`src/design/mmcrc_pkg.sv`:
```
package mmcrc_pkg;

    localparam int CFG_IDX_W  = 2;
    localparam int CFG_DATA_W = 16;

    // configuration register map
    typedef enum logic [CFG_IDX_W-1:0] {
        CFG_MODE = 2'd0,
        CFG_POLY = 2'd1,
        CFG_INIT = 2'd2
    } t_cfg_reg;

    // CRC modes; unused codes fold onto MODE_CRC8 in decode_mode
    typedef enum logic [2:0] {
        MODE_CRC4      = 3'd0,
        MODE_CRC7      = 3'd1,
        MODE_CRC8      = 3'd2,
        MODE_CRC8_REF  = 3'd3,
        MODE_CRC16_MSB = 3'd4,
        MODE_CRC16_LSB = 3'd5
    } t_mode;

    localparam logic [2:0] MODE_RESET = 3'd2;
    localparam logic [15:0] POLY_RESET = 16'h0007;
    localparam logic [15:0] INIT_RESET = 16'h0000;

    // one classified byte, as queued between front and back end
    typedef struct packed {
        logic [7:0]  data;
        logic        first;
        logic        last;
        t_mode       mode;
        logic [15:0] gen;
        logic [15:0] load;
    } t_item;

    function automatic logic [7:0] flip8(input logic [7:0] x);
        logic [7:0] y;
        for (int i = 0; i < 8; i++) begin
            y[i] = x[7-i];
        end
        return y;
    endfunction

    function automatic t_mode decode_mode(input logic [2:0] code);
        t_mode m;
        unique case (code)
            3'd0:    m = MODE_CRC4;
            3'd1:    m = MODE_CRC7;
            3'd3:    m = MODE_CRC8_REF;
            3'd4:    m = MODE_CRC16_MSB;
            3'd5:    m = MODE_CRC16_LSB;
            default: m = MODE_CRC8;
        endcase
        return m;
    endfunction

endpackage

```
`src/design/mmcrc_front.sv`:
```
module mmcrc_front #(
    parameter int QUEUE_DEPTH = 4
) (
    input  logic                            i_clk,
    input  logic                            i_rst_n,
    input  logic                            i_cfg_valid,
    input  logic [mmcrc_pkg::CFG_IDX_W-1:0] i_cfg_index,
    input  logic [mmcrc_pkg::CFG_DATA_W-1:0] i_cfg_data,
    output logic                            o_cfg_ready,
    input  logic                            i_push,
    input  logic [7:0]                      i_data_byte,
    input  logic                            i_first_byte,
    input  logic                            i_last_byte,
    output logic                            o_full,
    output mmcrc_pkg::t_item                o_item,
    output logic                            o_item_valid,
    input  logic                            i_item_take
);

    localparam int PTR_W = (QUEUE_DEPTH > 1) ? $clog2(QUEUE_DEPTH) : 1;
    localparam int CNT_W = $clog2(QUEUE_DEPTH + 1);

    logic [2:0]  r_mode;
    logic [15:0] r_poly;
    logic [15:0] r_init;

    mmcrc_pkg::t_mode w_mode;
    logic [15:0]      w_gen;
    logic [15:0]      w_load;
    mmcrc_pkg::t_item w_item;

    mmcrc_pkg::t_item r_q [QUEUE_DEPTH];
    logic [PTR_W-1:0] r_wr_ptr, n_wr_ptr;
    logic [PTR_W-1:0] r_rd_ptr, n_rd_ptr;
    logic [CNT_W-1:0] r_count, n_count;
    logic             w_wr, w_rd;

    assign o_cfg_ready = 1'b1;

    always_ff @(posedge i_clk) begin
        if (!i_rst_n) begin
            r_mode <= mmcrc_pkg::MODE_RESET;
            r_poly <= mmcrc_pkg::POLY_RESET;
            r_init <= mmcrc_pkg::INIT_RESET;
        end else if (i_cfg_valid) begin
            unique case (mmcrc_pkg::t_cfg_reg'(i_cfg_index))
                mmcrc_pkg::CFG_MODE: r_mode <= i_cfg_data[2:0];
                mmcrc_pkg::CFG_POLY: r_poly <= i_cfg_data;
                mmcrc_pkg::CFG_INIT: r_init <= i_cfg_data;
                default: ;
            endcase
        end
    end

    // narrow modes run left-aligned in an 8-bit window
    always_comb begin
        w_mode = mmcrc_pkg::decode_mode(r_mode);
        unique case (w_mode) inside
            mmcrc_pkg::MODE_CRC4: begin
                w_gen  = {8'h00, r_poly[3:0], 4'h0};
                w_load = {8'h00, r_init[3:0], 4'h0};
            end
            mmcrc_pkg::MODE_CRC7: begin
                w_gen  = {8'h00, r_poly[6:0], 1'b0};
                w_load = {8'h00, r_init[6:0], 1'b0};
            end
            mmcrc_pkg::MODE_CRC8_REF: begin
                w_gen  = {8'h00, mmcrc_pkg::flip8(r_poly[7:0])};
                w_load = {8'h00, mmcrc_pkg::flip8(r_init[7:0])};
            end
            mmcrc_pkg::MODE_CRC16_MSB, mmcrc_pkg::MODE_CRC16_LSB: begin
                w_gen  = r_poly;
                w_load = r_init;
            end
            default: begin
                w_gen  = {8'h00, r_poly[7:0]};
                w_load = {8'h00, r_init[7:0]};
            end
        endcase
    end

    always_comb begin
        w_item.data  = i_data_byte;
        w_item.first = i_first_byte;
        w_item.last  = i_last_byte;
        w_item.mode  = w_mode;
        w_item.gen   = w_gen;
        w_item.load  = w_load;
    end

    assign o_full       = (r_count == CNT_W'(QUEUE_DEPTH));
    assign o_item_valid = (r_count != '0);
    assign o_item       = r_q[r_rd_ptr];
    assign w_wr         = i_push && !o_full;
    assign w_rd         = i_item_take && o_item_valid;

    always_comb begin
        n_wr_ptr = r_wr_ptr;
        n_rd_ptr = r_rd_ptr;
        n_count  = r_count;
        if (w_wr) begin
            n_wr_ptr = (r_wr_ptr == PTR_W'(QUEUE_DEPTH - 1)) ? '0 : r_wr_ptr + 1'b1;
        end
        if (w_rd) begin
            n_rd_ptr = (r_rd_ptr == PTR_W'(QUEUE_DEPTH - 1)) ? '0 : r_rd_ptr + 1'b1;
        end
        if (w_wr && !w_rd) begin
            n_count = r_count + 1'b1;
        end else if (w_rd && !w_wr) begin
            n_count = r_count - 1'b1;
        end
    end

    always_ff @(posedge i_clk) begin
        if (!i_rst_n) begin
            r_wr_ptr <= '0;
            r_rd_ptr <= '0;
            r_count  <= '0;
        end else begin
            r_wr_ptr <= n_wr_ptr;
            r_rd_ptr <= n_rd_ptr;
            r_count  <= n_count;
        end
    end

    always_ff @(posedge i_clk) begin
        if (w_wr) begin
            r_q[r_wr_ptr] <= w_item;
        end
    end

endmodule

```
`src/design/mmcrc_back.sv`:
```
module mmcrc_back #(
    parameter int RESULT_DEPTH = 2
) (
    input  logic             i_clk,
    input  logic             i_rst_n,
    input  mmcrc_pkg::t_item i_item,
    input  logic             i_item_valid,
    output logic             o_item_take,
    input  logic             i_pop,
    output logic             o_empty,
    output logic [15:0]      o_check_value
);

    localparam int PTR_W = (RESULT_DEPTH > 1) ? $clog2(RESULT_DEPTH) : 1;
    localparam int CNT_W = $clog2(RESULT_DEPTH + 1);

    // eight unrolled bit steps of the selected shift direction
    function automatic logic [15:0] crc_step(input mmcrc_pkg::t_mode mode,
                                             input logic [15:0] base,
                                             input logic [7:0]  d,
                                             input logic [15:0] g);
        logic [15:0] r;
        case (mode) inside
            mmcrc_pkg::MODE_CRC8_REF, mmcrc_pkg::MODE_CRC16_LSB: begin
                r = (mode == mmcrc_pkg::MODE_CRC8_REF) ? {8'h00, base[7:0] ^ d}
                                                       : base ^ {8'h00, d};
                for (int b = 0; b < 8; b++) begin
                    r = r[0] ? ((r >> 1) ^ g) : (r >> 1);
                end
            end
            mmcrc_pkg::MODE_CRC16_MSB: begin
                r = base ^ {d, 8'h00};
                for (int b = 0; b < 8; b++) begin
                    r = r[15] ? ((r << 1) ^ g) : (r << 1);
                end
            end
            default: begin
                r = {8'h00, base[7:0] ^ d};
                for (int b = 0; b < 8; b++) begin
                    r = {8'h00, r[6:0], 1'b0} ^ (r[7] ? {8'h00, g[7:0]} : 16'h0000);
                end
            end
        endcase
        return r;
    endfunction

    logic [15:0]      r_crc;
    logic [15:0]      w_base;
    logic [15:0]      w_next;
    logic [15:0]      w_result;

    logic [15:0]      r_res [RESULT_DEPTH];
    logic [PTR_W-1:0] r_wr_ptr, n_wr_ptr;
    logic [PTR_W-1:0] r_rd_ptr, n_rd_ptr;
    logic [CNT_W-1:0] r_count, n_count;
    logic             w_wr, w_rd;

    assign o_item_take = i_item_valid && (r_count != CNT_W'(RESULT_DEPTH));
    assign w_base      = i_item.first ? i_item.load : r_crc;
    assign w_next      = crc_step(i_item.mode, w_base, i_item.data, i_item.gen);

    always_comb begin
        case (i_item.mode) inside
            mmcrc_pkg::MODE_CRC4:      w_result = {12'h000, w_next[7:4]};
            mmcrc_pkg::MODE_CRC7:      w_result = {9'h000, w_next[7:1]};
            mmcrc_pkg::MODE_CRC16_MSB,
            mmcrc_pkg::MODE_CRC16_LSB: w_result = w_next;
            default:                   w_result = {8'h00, w_next[7:0]};
        endcase
    end

    always_ff @(posedge i_clk) begin
        if (!i_rst_n) begin
            r_crc <= '0;
        end else if (o_item_take) begin
            r_crc <= w_next;
        end
    end

    assign w_wr          = o_item_take && i_item.last;
    assign w_rd          = i_pop && !o_empty;
    assign o_empty       = (r_count == '0);
    assign o_check_value = r_res[r_rd_ptr];

    always_comb begin
        n_wr_ptr = r_wr_ptr;
        n_rd_ptr = r_rd_ptr;
        n_count  = r_count;
        if (w_wr) begin
            n_wr_ptr = (r_wr_ptr == PTR_W'(RESULT_DEPTH - 1)) ? '0 : r_wr_ptr + 1'b1;
        end
        if (w_rd) begin
            n_rd_ptr = (r_rd_ptr == PTR_W'(RESULT_DEPTH - 1)) ? '0 : r_rd_ptr + 1'b1;
        end
        if (w_wr && !w_rd) begin
            n_count = r_count + 1'b1;
        end else if (w_rd && !w_wr) begin
            n_count = r_count - 1'b1;
        end
    end

    always_ff @(posedge i_clk) begin
        if (!i_rst_n) begin
            r_wr_ptr <= '0;
            r_rd_ptr <= '0;
            r_count  <= '0;
        end else begin
            r_wr_ptr <= n_wr_ptr;
            r_rd_ptr <= n_rd_ptr;
            r_count  <= n_count;
        end
    end

    always_ff @(posedge i_clk) begin
        if (w_wr) begin
            r_res[r_wr_ptr] <= w_result;
        end
    end

endmodule

```
`src/design/multi_mode_crc_engine_top.sv`:
```
// Configurable CRC engine over a byte stream: one byte per beat on the push side, one
// finished check value per beat on the pop side, one byte per clock sustained while the pop
// side keeps up. A beat waits in the byte queue until the back end takes it and folds it
// into the CRC by an eight-step XOR network; a last beat's result goes into the result
// queue, read in order on o_check_value. The back end stalls only while both result slots
// wait to be popped. Modes (register 0): crc4, crc7, crc8, crc8 reflected, crc16
// MSB-first, crc16 LSB-first; codes 6 and 7 behave as crc8. Poly (register 1) and init
// (register 2) use their low 4, 7, 8 or 16 bits per mode; the reflected 8-bit mode
// bit-reverses both. A beat with first set reloads from init; a beat with last set
// yields a result, zero-extended to 16 bits. Write config only with the engine idle.
module multi_mode_crc_engine_top #(
    parameter int QUEUE_DEPTH  = 4,  // classified bytes between front and back end
    parameter int RESULT_DEPTH = 2   // finished results awaiting pop
) (
    input  logic                             i_clk,
    input  logic                             i_rst_n,
    // config write channel
    input  logic                             i_cfg_valid,
    input  logic [mmcrc_pkg::CFG_IDX_W-1:0]  i_cfg_index,
    input  logic [mmcrc_pkg::CFG_DATA_W-1:0] i_cfg_data,
    output logic                             o_cfg_ready,
    // byte side
    input  logic                             push,
    input  logic [7:0]                       i_data_byte,
    input  logic                             i_first_byte,
    input  logic                             i_last_byte,
    output logic                             full,
    // result side
    output logic                             empty,
    input  logic                             pop,
    output logic [15:0]                      o_check_value
);

    mmcrc_pkg::t_item w_item;
    logic             w_item_valid;
    logic             w_item_take;

    // front end: config registers, mode decode, byte queue
    mmcrc_front #(
        .QUEUE_DEPTH (QUEUE_DEPTH)
    ) u_front (
        .i_clk        (i_clk),
        .i_rst_n      (i_rst_n),
        .i_cfg_valid  (i_cfg_valid),
        .i_cfg_index  (i_cfg_index),
        .i_cfg_data   (i_cfg_data),
        .o_cfg_ready  (o_cfg_ready),
        .i_push       (push),
        .i_data_byte  (i_data_byte),
        .i_first_byte (i_first_byte),
        .i_last_byte  (i_last_byte),
        .o_full       (full),
        .o_item       (w_item),
        .o_item_valid (w_item_valid),
        .i_item_take  (w_item_take)
    );

    // back end: CRC register, bit steps, result queue
    mmcrc_back #(
        .RESULT_DEPTH (RESULT_DEPTH)
    ) u_back (
        .i_clk         (i_clk),
        .i_rst_n       (i_rst_n),
        .i_item        (w_item),
        .i_item_valid  (w_item_valid),
        .o_item_take   (w_item_take),
        .i_pop         (pop),
        .o_empty       (empty),
        .o_check_value (o_check_value)
    );

endmodule

```
`config.mk`:
```
export PLATFORM = sky130hd
export DESIGN_NAME = multi_mode_crc_engine_top
export DESIGN_NICKNAME = d
export VERILOG_FILES = /design/src/design/mmcrc_pkg.sv /design/src/design/mmcrc_front.sv /design/src/design/mmcrc_back.sv /design/src/design/multi_mode_crc_engine_top.sv
export SDC_FILE = /design/constraint.sdc
export NUM_CORES = 1
export LEC_CHECK = 0
export ABC_AREA = 1
export BUFFER_PORTS_ARGS = -buffer_cell sky130_fd_sc_hd__buf_2
export CORE_UTILIZATION = 45
export DETAILED_ROUTE_END_ITERATION = 7
export PLACE_DENSITY = 0.57
export SLEW_MARGIN = 25
export SYNTH_ARGS = -nofsm -noshare
export SYNTH_HDL_FRONTEND = slang
export SYNTH_SLANG_ARGS = --single-unit
```
`constraint.sdc`:
```
create_clock -name i_clk -period 6.18 [get_ports i_clk]
set_input_delay 0.309 -clock i_clk [delete_from_list [all_inputs] [get_ports i_clk]]
set_output_delay 0.309 -clock i_clk [all_outputs]
set_load 0.01 [all_outputs]
```
# Word-level counts from Yosys, hierarchy flattened
# Memories as Yosys holds them, arrays and structs flattened. A register that Yosys moved wholly into a read port is not among the register bits.
# Cells that the tools add are included.
[classes] bitwise=27 mux=50 n_eq_ne=18 reduce_logical=29 n_addsub=8
[ops] operator="$mux W16" count=23
[ops] operator="$xor A16 B16 Y16" count=9
[ops] operator="$pmux W16 S4" count=2
[ops] operator="$xor A15 B16 Y16" count=8
[ops] operator="$mux W8" count=8
[ops] operator="$xor A8 B8 Y8" count=8
[ops] operator="$eq A3 B3 Y1 const B" count=7
[ops] operator="$xor A16 B8 Y16" count=1
[ops] operator="$xor A8 B16 Y16" count=1
[ops] operator="$pmux W3 S5" count=1
[ops] operator="$mux W2" count=6
[ops] operator="$eq A3 B1 Y1 const B" count=3
[ops] operator="$eq A3 B2 Y1 const B" count=3
[ops] operator="$logic_and A1 B1 Y1" count=9
[ops] operator="$logic_not A3 Y1" count=3
[ops] operator="$mux W1" count=8
[ops] operator="$add A2 B1 Y2 const B" count=3
[ops] operator="$eq A2 B2 Y1 const B" count=3
[ops] operator="$logic_not A1 Y1" count=6
[ops] operator="$mux W3" count=2
[ops] operator="$reduce_and A2 Y1" count=3
[ops] operator="$reduce_or A2 Y1" count=3
[ops] operator="$logic_not A2 Y1" count=2
[ops] operator="$reduce_bool A2 Y1" count=2
[ops] operator="7 further kinds" count=8
[word_totals] output_inout_bits=19 ff_bits=62 mem_count=2 input_bits=33 wordCells=144 ramBits=212
[memory_table] memory="u_front.r_q" depth=4 width=45 read_ports=1 rd_ports_with_merged_regs=1 write_ports=1 line_no="mmcrc_front.sv:32" rtl="mmcrc_pkg::t_item r_q [QUEUE_DEPTH];"
[memory_table] memory="u_back.r_res" depth=2 width=16 read_ports=1 rd_ports_with_merged_regs=1 write_ports=1 line_no="mmcrc_back.sv:52" rtl="logic [15:0] r_res [RESULT_DEPTH];"

# Logic depth before layout (Yosys ltp)
# Gate-level depths: netlist of run 1.
[logic_depth] word_depth=23 ltp_mapped=41 ltp_nobuf=38

# Cells and area by module
# From an unflattened synthesis of run 1, not the netlist that was laid out.
[unflattened] hier_cells=2314 hier_area_um2=17989.8
[modules_own_cells] mod="mmcrc_back" seq_area_each_um2=1381.3 instances=1 area_each_um2=9113.7 cells_per_inst=1549
[modules_own_cells] mod="mmcrc_front" seq_area_each_um2=6286.0 instances=1 area_each_um2=8876.0 cells_per_inst=765

# Worst setup path before layout of run 1
# OpenSTA, ideal clock, no wires.
[synth_timing] kind="register to register" start="register (tool-made name)" end="memory u_back.r_res[0][3], data pin" path_slack_ps=1570 stages_incl_launch_ff=37 synth_period_minus_slack_ps=4610 t_arrival_ps=4345 setup_time_ps=265 required_time_ps=5915 n_path_buf=10 cell_sequence="dfxtp_1 buf_6 buf_6 buf_6 buf_6 buf_6 nand2_1 a32oi_2 buf_2 buf_1 buf_2 ha_1 inv_1 nand3_1 nand2_1 inv_1 nand3_1 nand2_2 buf_4 nand3_1 nand2_1 nand3_1 nand2_1 nand3_1 nand2_2 nand3_1 nand2_2 buf_6 nand2_2 xnor2_1 nand2_1 nand3_1 nand2_1 nand2_1 nand2_1 nand2_1 nand3_1"
[synth_lines] item="end: declaration" line_no="mmcrc_back.sv:52"

==> impl_metrics.tcl, run 1 <==
set metrics [dict create \
    dp_hpwl_um 39300 \
    grtUsageTotal_pct 26.5 \
    clockBufferDepth 3 \
    viasPerCell 5.29 \
    mostFrequentLayoutCell "nand2_1" \
    skew_ns 0.0332 \
    area_growth_pct 9.48 \
    setup-tns-final_ns 0 \
    hold_viol 0 \
    antenna_found_initial 0 \
    cap_violations 0 \
    tightest_slew_ns 0.935 \
    synth-main-ff-cell "edfxtp_1" \
    firstDrtPassIters 5 \
    async_flop_share_pct 0 \
    drive_gt1_share_pct 9.98 \
    die_x_um 204 \
    end_kind "flip-flop" \
    antennaDiodeCount 0 \
    ys_seq_area_share_pct 41.6 \
    status "finished clean" \
    syn-num-nets 2547 \
    cp-start-kind "flip-flop" \
    period_share_pct 91.2 \
    rsz0062_at_grt "no" \
    clk_latency_ns 0.58 \
    drc 0 \
    min_period_ns 5.63 \
    cp_max_fo 22 \
    synth_edf_count 212 \
    ys_ff_latch 277 \
    gp_congestion 0.906 \
    fmax_ghz 0.178 \
    htree_levels 1 \
    cp_slowest_stage_delay_ns 0.49 \
    synthCells 2505 \
    required_ns 6.48 \
    start_util_pct 46.0 \
    num_vias 16300 \
    synth_area_um2 18400 \
    slew_headroom_pct 37.7 \
    grt_pass1_wl_um 85700 \
    ios 52 \
    core-area_um2 40100 \
    portBuffers 50 \
    cts_tree "done" \
    yosysWarnings 0 \
    worstSetupPathType "reg2reg" \
    arrival_ns 5.93 \
    drtIter0Drc 1080 \
    syn_avg_cell_area_um2 7.36 \
    hold_class "in2reg" \
    clkSlewWorstSetupHoldPaths_ns 0.06 \
    cts_buffers 30 \
    grt_pass1_vias 15200 \
    die_height_um 204 \
    die_area_um2 41800 \
    grt_max_degree 52 \
    crit_slowest_cell "dfxtp_4" \
    wl_um 55200 \
    antenna_left 0 \
    nNetsFinal 2575 \
    synth_cell_types 48 \
    crit_top_cell "nand3_1" \
    finalSetupViolations 0 \
    cts-root-buf "clkbuf_16" \
    cts_sinks 277 \
    overflow 0 \
    wl_per_cell_um 17.9 \
    final_cell_mix "nand2_1, nand3_1, inv_1, edfxtp_1, nor2_1" \
    rows 73 \
    slew_viol_final 0 \
]
## cell type report
type	instances	area [µm²]
well taps	525	657
clock buffers	41	812
repair buffers	121	871
clock inverters	14	120
flip-flops and latches	277	7670
multi-input cells	1870	9160
fillers	3900	19900
inverters	233	880
## state kept, by name, summed over array words and instances, names as in the netlist, 3 cells and up, named ones only
register         count
u_front.r_count      3
u_back.r_res        32
u_front.r_q        180
u_front.r_init      16
u_back.r_crc        16
u_front.r_mode       3
u_front.r_poly      16
## worst paths after layout
path,startpoint,end,slack (ns),cells after the start
worst max-delay path,flip-flop,u_back.r_res[1][0]$_DFFE_PP_,0.55,33
worst min-delay path,i_cfg_data[7],u_front.r_init[7]$_SDFFE_PN0P_,0.04,3
worst max register to register,flip-flop,u_back.r_res[1][0]$_DFFE_PP_,0.55,33
worst min register to register,u_front.r_poly[10]$_SDFFE_PN0P_,u_front.r_poly[10]$_SDFFE_PN0P_,0.46,2
## cell families (layout without fill, tap and decap cells)
group | after synthesis | in the layout | synth area share [%]
flops | 277 | 277 | 41.6
other cells | 1 | 1 | 0.0204
fa+ha+maj | 9 | 9 | 0.652
xor+xnor | 130 | 130 | 6.22
mux | 16 | 16 | 0.978
compound gates | 235 | 235 | 7.54
buf+inv | 358 | 409 | 9.13
simple gates | 1479 | 1479 | 33.9
## metal layers
layer,wire [µm],GRT usage (%),vias to the layer above
met1,24100,33.4,7658
li1,-,-,8188
met2,27000,46.8,370
met3,2180,2.69,84
met5,0,0,-
met4,1900,9.06,0
## critical path: cells and delay by family (launching register included)
family                   cells  cell delay (ns)
adder cells (fa/ha/maj)      1             0.22
buffers and inverters        5             0.65
flip-flops                   1             0.49
AND/OR/NAND/NOR             27             3.92
## what timing repair did
| item | in CTS | in global routing |
|---|---|---|
| hold buffers | 17 | 0 |
| buffers inserted | 0 | 1 |
| resized for setup | 0 | 3 |
| endpoints found under the hold margin | 49 | 0 |
| endpoints found under the setup margin | 0 | 23 |
## through the flow
step	cell area [µm²]	cells	util, %	setup WS, ns	hold WS, ns
after floorplan	18400	2505	-	1.57	0.408
after global placement	19000	3008	47.5	0.620	0.441
after detailed placement	19100	3008	47.5	0.481	0.449
after CTS	20200	3080	50.3	0.457	0.00576
after global routing	20200	3081	50.3	0.0200	0.0552
final	20200	3081	50.3	0.546	0.0354
## cells in the mapped netlist, types with 8 or more instances
master | count | area [µm²]
a21oi_1 | 67 | 335
a32oi_1 | 9 | 78.8
buf_1 | 8 | 30.0
buf_2 | 28 | 140
buf_4 | 23 | 173
buf_6 | 27 | 304
clkbuf_1 | 38 | 143
dfxtp_1 | 65 | 1300
edfxtp_1 | 212 | 6370
ha_1 | 8 | 100
inv_1 | 220 | 826
inv_2 | 8 | 30.0
mux2_2 | 16 | 180
nand2_1 | 880 | 3300
nand2_2 | 37 | 231
nand3_1 | 325 | 1630
nand3_2 | 13 | 130
nand4_1 | 16 | 100
nor2_1 | 189 | 709
o211ai_1 | 9 | 67.6
o21ai_0 | 105 | 526
o21ai_1 | 15 | 75.1
xnor2_1 | 67 | 587
xor2_1 | 62 | 543
Power of run 1 is left out: the tool's default activity adds up to more than one toggle a clock period on the data nets, which glitch-free logic cannot reach.
==> run 2: changes to the inputs <==
--- a/config.mk
+++ b/config.mk
@@ -10,7 +10,8 @@
 export CORE_UTILIZATION = 45
 export DETAILED_ROUTE_END_ITERATION = 7
 export PLACE_DENSITY = 0.57
-export SLEW_MARGIN = 25
+export RECOVER_POWER = 25
+export SLEW_MARGIN = 20
 export SYNTH_ARGS = -nofsm -noshare
 export SYNTH_HDL_FRONTEND = slang
 export SYNTH_SLANG_ARGS = --single-unit
==> constraint.sdc (replaced) <==
create_clock -name i_clk -period 6.3 [get_ports i_clk]
set_input_delay 0.315 -clock i_clk [delete_from_list [all_inputs] [get_ports i_clk]]
set_output_delay 0.315 -clock i_clk [all_outputs]
set_load 0.01 [all_outputs]
==> impl_metrics.tcl, run 2 (same netlist as run 1, synthesis figures left out) <==
set metrics [dict create \
    cts-root-buf "clkbuf_16" \
    grt_max_degree 52 \
    end_kind "flip-flop" \
    final_cell_mix "nand2_1, nand3_1, inv_1, edfxtp_1, nor2_1" \
    required_ns 6.61 \
    viasPerCell 5.31 \
    htree_levels 1 \
    crit_slowest_cell "dfxtp_4" \
    rsz0062_at_grt "no" \
    cts_sinks 277 \
    cap_violations 1 \
    tightest_slew_ns 1.99 \
    hold_buffers 16 \
    reg_top3 "u_front.r_q x180, u_back.r_res x32" \
    clockBufferDepth 3 \
    portBuffers 50 \
    firstDrtPassIters 6 \
    antenna_left 0 \
    wl_met1_um 23900 \
    min_period_ns 5.70 \
    wl_um 55700 \
    cp-start-kind "flip-flop" \
    area_growth_pct 9.48 \
    arrival_ns 6.00 \
    slew_viol_final 52 \
    grt_pass1_vias 15500 \
    drtIter0Drc 1163 \
    cts_buffers 30 \
    ios 52 \
    fillers 3983 \
    violations "capacitance limit, slew limit" \
    die_x_um 204 \
    rows 73 \
    cp_slowest_stage_delay_ns 0.70 \
    drive_gt1_share_pct 9.39 \
    start_util_pct 46.0 \
    die_area_um2 41800 \
    period_share_pct 90.4 \
    antennaDiodeCount 0 \
    gp_congestion 0.929 \
    setup-tns-final_ns 0 \
    status "finished, violations left" \
    nNetsFinal 2574 \
    hold_viol 0 \
    die_height_um 204 \
    top_register "u_front.r_q" \
    postCtsSetupRepairBufs 0 \
    cp_max_fo 50 \
    drc 0 \
    wl_met3_um 2340 \
    post_cts_resize_count 0 \
    grtUsageTotal_pct 27.0 \
    worstSetupPathType "reg2reg" \
    finalSetupViolations 0 \
    num_vias 16400 \
    top_layer "met4" \
    wl_met2_um 27400 \
    cts_tree "done" \
    crit_top_cell "nand2_1" \
    wl_per_cell_um 18.1 \
    core-area_um2 40100 \
    clkSlewWorstSetupHoldPaths_ns 0.06 \
    skew_ns 0.0303 \
    dp_hpwl_um 40500 \
    slew_headroom_pct -32.6 \
    clk_latency_ns 0.58 \
    antenna_found_initial 0 \
    fmax_ghz 0.176 \
    grt_pass1_wl_um 86900 \
    hold_class "in2reg" \
    mostFrequentLayoutCell "nand2_1" \
    overflow 0 \
    largest_reg_flops 180 \
]
run 2: area by class of cell:
cell class / instances / area, µm² / share of cell area [%]
Multi-Input combinational cell: 1870 / 9160 / 45.4
Sequential cell: 277 / 7670 / 38.0
Tap cell: 525 / 657 / 3.26
Inverter: 233 / 877 / 4.35
Clock buffer: 50 / 938 / 4.65
Timing Repair Buffer: 120 / 795 / 3.94
Clock inverter: 6 / 80.1 / 0.397
run 2: worst paths after layout:
| check | start | to | slack (ns) | depth (start not counted) |
|---|---|---|---|---|
| max | flip-flop | u_back.r_res[0][4]$_DFFE_PP_ | 0.60 | 31 |
| min | i_cfg_data[0] | u_front.r_poly[0]$_SDFFE_PN1P_ | 0.02 | 3 |
| max reg2reg | flip-flop | u_back.r_res[0][4]$_DFFE_PP_ | 0.60 | 31 |
| min reg2reg | u_front.r_init[13]$_SDFFE_PN0P_ | u_front.r_init[13]$_SDFFE_PN0P_ | 0.45 | 2 |
run 2: worst max-delay path, delay by kind of cell, from the launching register on:
| kind | cells | cell delay [ns] |
|---|---|---|
| AO/OA/AOI/OAI | 1 | 0.11 |
| buffers and inverters | 2 | 0.22 |
| flip-flops | 1 | 0.70 |
| AND/OR/NAND/NOR | 28 | 4.35 |
run 2: routing by layer:
metal	vias to the layer above	GRT usage [%]
met5	-	0
met4	0	10.0
met3	101	2.58
met2	449	48.1
met1	7619	33.6
li1	8190	-
run 2: through the flow:
step	utilization, %	instances	cell area [µm²]	setup WS [ns]	hold WS (ns)
detailed placement	47.4	3009	19000	0.655	0.451
global placement	47.4	3008	19000	0.827	0.446
CTS	50.4	3081	20200	0.625	0.00643
finish	50.3	3081	20200	0.603	0.0206
global route	50.3	3081	20200	0.0371	0.00861
floorplan	-	2505	18400	1.69	0.414
Power of run 2 is left out for the same reason.
==> run 3: changes to the inputs <==
==> constraint.sdc (replaced) <==
create_clock -name i_clk -period 5.5 [get_ports i_clk]
set_input_delay 0.275 -clock i_clk [delete_from_list [all_inputs] [get_ports i_clk]]
set_output_delay 0.275 -clock i_clk [all_outputs]
set_load 0.01 [all_outputs]
==> impl_metrics.tcl, run 3 (same netlist as run 1, synthesis figures left out) <==
set metrics [dict create \
    status "finished, violations left" \
    violations "capacitance limit, slew limit" \
    viasPerCell 5.31 \
    clkSlewWorstSetupHoldPaths_ns 0.06 \
    grt_max_degree 52 \
    grt_pass1_wl_um 85800 \
    wl_per_cell_um 17.7 \
    met3_usage_pct 2.79 \
    overflow 0 \
    stdcell_count 3078 \
    clk_latency_ns 0.55 \
    hold_start "i_cfg_data[6]" \
    nNetsFinal 2573 \
    drtIter0Drc 1309 \
    period_share_pct 91.4 \
    drive_gt1_share_pct 9.48 \
    drc 0 \
    fmax_ghz 0.199 \
    hold_class "in2reg" \
    worst_hold_path.num_cells 3 \
    reg_top3 "u_front.r_q x180, u_back.r_res x32" \
    clockBufferDepth 3 \
    fillers 3910 \
    finalSetupViolations 0 \
    postCtsSetupRepairBufs 0 \
    dp_hpwl_um 39300 \
    skew_ns 0.0132 \
    cts_sinks 277 \
    crit_top_cell "nand3_1" \
    tightest_slew_ns 2.02 \
    grt_pass1_vias 15400 \
    antenna_found_initial 0 \
    top_register "u_front.r_q" \
    cts_tree "done" \
    wl_um 54400 \
    min_period_ns 5.03 \
    use_met2_pct 46.2 \
    start_util_pct 46.0 \
    rr_worst_depth 32 \
    slew_viol_final 68 \
    cp_slowest_stage_delay_ns 0.39 \
    antenna_left 0 \
    die_area_um2 41800 \
    cp-start-kind "flip-flop" \
    worstSetupPathType "reg2reg" \
    end_kind "flip-flop" \
    worstHoldEndpoint "u_front.r_init[6]$_SDFFE_PN0P_" \
    busiest_layer "met2" \
    slew_headroom_pct -34.4 \
    area_growth_pct 9.45 \
    cts-root-buf "clkbuf_16" \
    arrival_ns 5.32 \
    cap_violations 2 \
    cp_max_fo 51 \
    core-area_um2 40100 \
    crit_slowest_cell "buf_6" \
    antennaDiodeCount 0 \
    required_ns 5.79 \
    grtUsageMet1_pct 33.6 \
    htree_levels 1 \
    gp_congestion 0.960 \
    dp.cells 3009 \
    die_height_um 204 \
    final_cell_mix "nand2_1, nand3_1, inv_1, edfxtp_1, nor2_1" \
    largest_reg_flops 180 \
    num_vias 16300 \
    grtUsageTotal_pct 26.4 \
    ios 52 \
    hold_viol 0 \
    portBuffers 50 \
    rows 73 \
    firstDrtPassIters 6 \
    cts_buffers 29 \
    reg2reg_to "u_back.r_res[1][4]$_DFFE_PP_" \
    mostFrequentLayoutCell "nand2_1" \
    die_x_um 204 \
    r2r_slack_ns 0.47 \
]
==> run 3: layer usage <==
layer | part of all wire (%) | routed length (µm)
met2 | 49 | 26500
met5 | 0 | 0
met4 | 3.3 | 1780
met1 | 43 | 23700
met3 | 4.7 | 2550
==> run 3: final cells by class <==
type | instances | area (µm²) | share of cell area (%)
flip-flops and latches | 277 | 7670 | 38.0
clock inverters | 20 | 184 | 0.912
repair buffers | 120 | 865 | 4.29
clock buffers | 33 | 741 | 3.67
multi-input cells | 1870 | 9170 | 45.5
well taps | 525 | 657 | 3.26
inverters | 233 | 880 | 4.36
==> run 3: stage by stage <==
stage               area [µm²]  TNS [ns]  hold WS (ns)  util, %  setup slack [ns]
finish                   20200         0       0.00679     50.3             0.474
floorplan                18400         0         0.374        -             0.890
global route             20200  -0.00205        0.0368     50.3          -0.00118
detailed placement       19100         0         0.449     47.6             0.141
CTS                      20200         0       0.00431     50.3             0.156
global placement         19100         0         0.442     47.6             0.293
==> run 3: worst max path at each step <==
stage / start / endpoint / slack [ns]
3_5_place_dp: flip-flop / u_back.r_res[0][4]$_DFFE_PP_ / 0.14
2_1_floorplan: flip-flop / u_back.r_res[0][3]$_DFFE_PP_ / 0.89
3_3_place_gp: flip-flop / u_back.r_res[0][4]$_DFFE_PP_ / 0.29
6_report: flip-flop / u_back.r_res[1][4]$_DFFE_PP_ / 0.47
5_1_grt: flip-flop / u_back.r_res[1][2]$_DFFE_PP_ / -0.001
4_1_cts: flip-flop / u_back.r_res[0][4]$_DFFE_PP_ / 0.16
==> run 3: repair_timing <==
item	4_1_cts	5_1_grt
setup endpoints to repair	0	25
hold buffers	16	0
hold endpoints to repair	48	0
resized for setup	0	8
==> run 3: critical path: cells and delay by family, from the launching register on <==
kind | cells | cell delay, ns
adders and majority gates | 1 | 0.19
DFF | 1 | 0.37
buffers and inverters | 5 | 0.80
AOI/OAI and AO/OA | 1 | 0.09
and+or+nand+nor | 25 | 3.27
Power of run 3 is left out for the same reason.
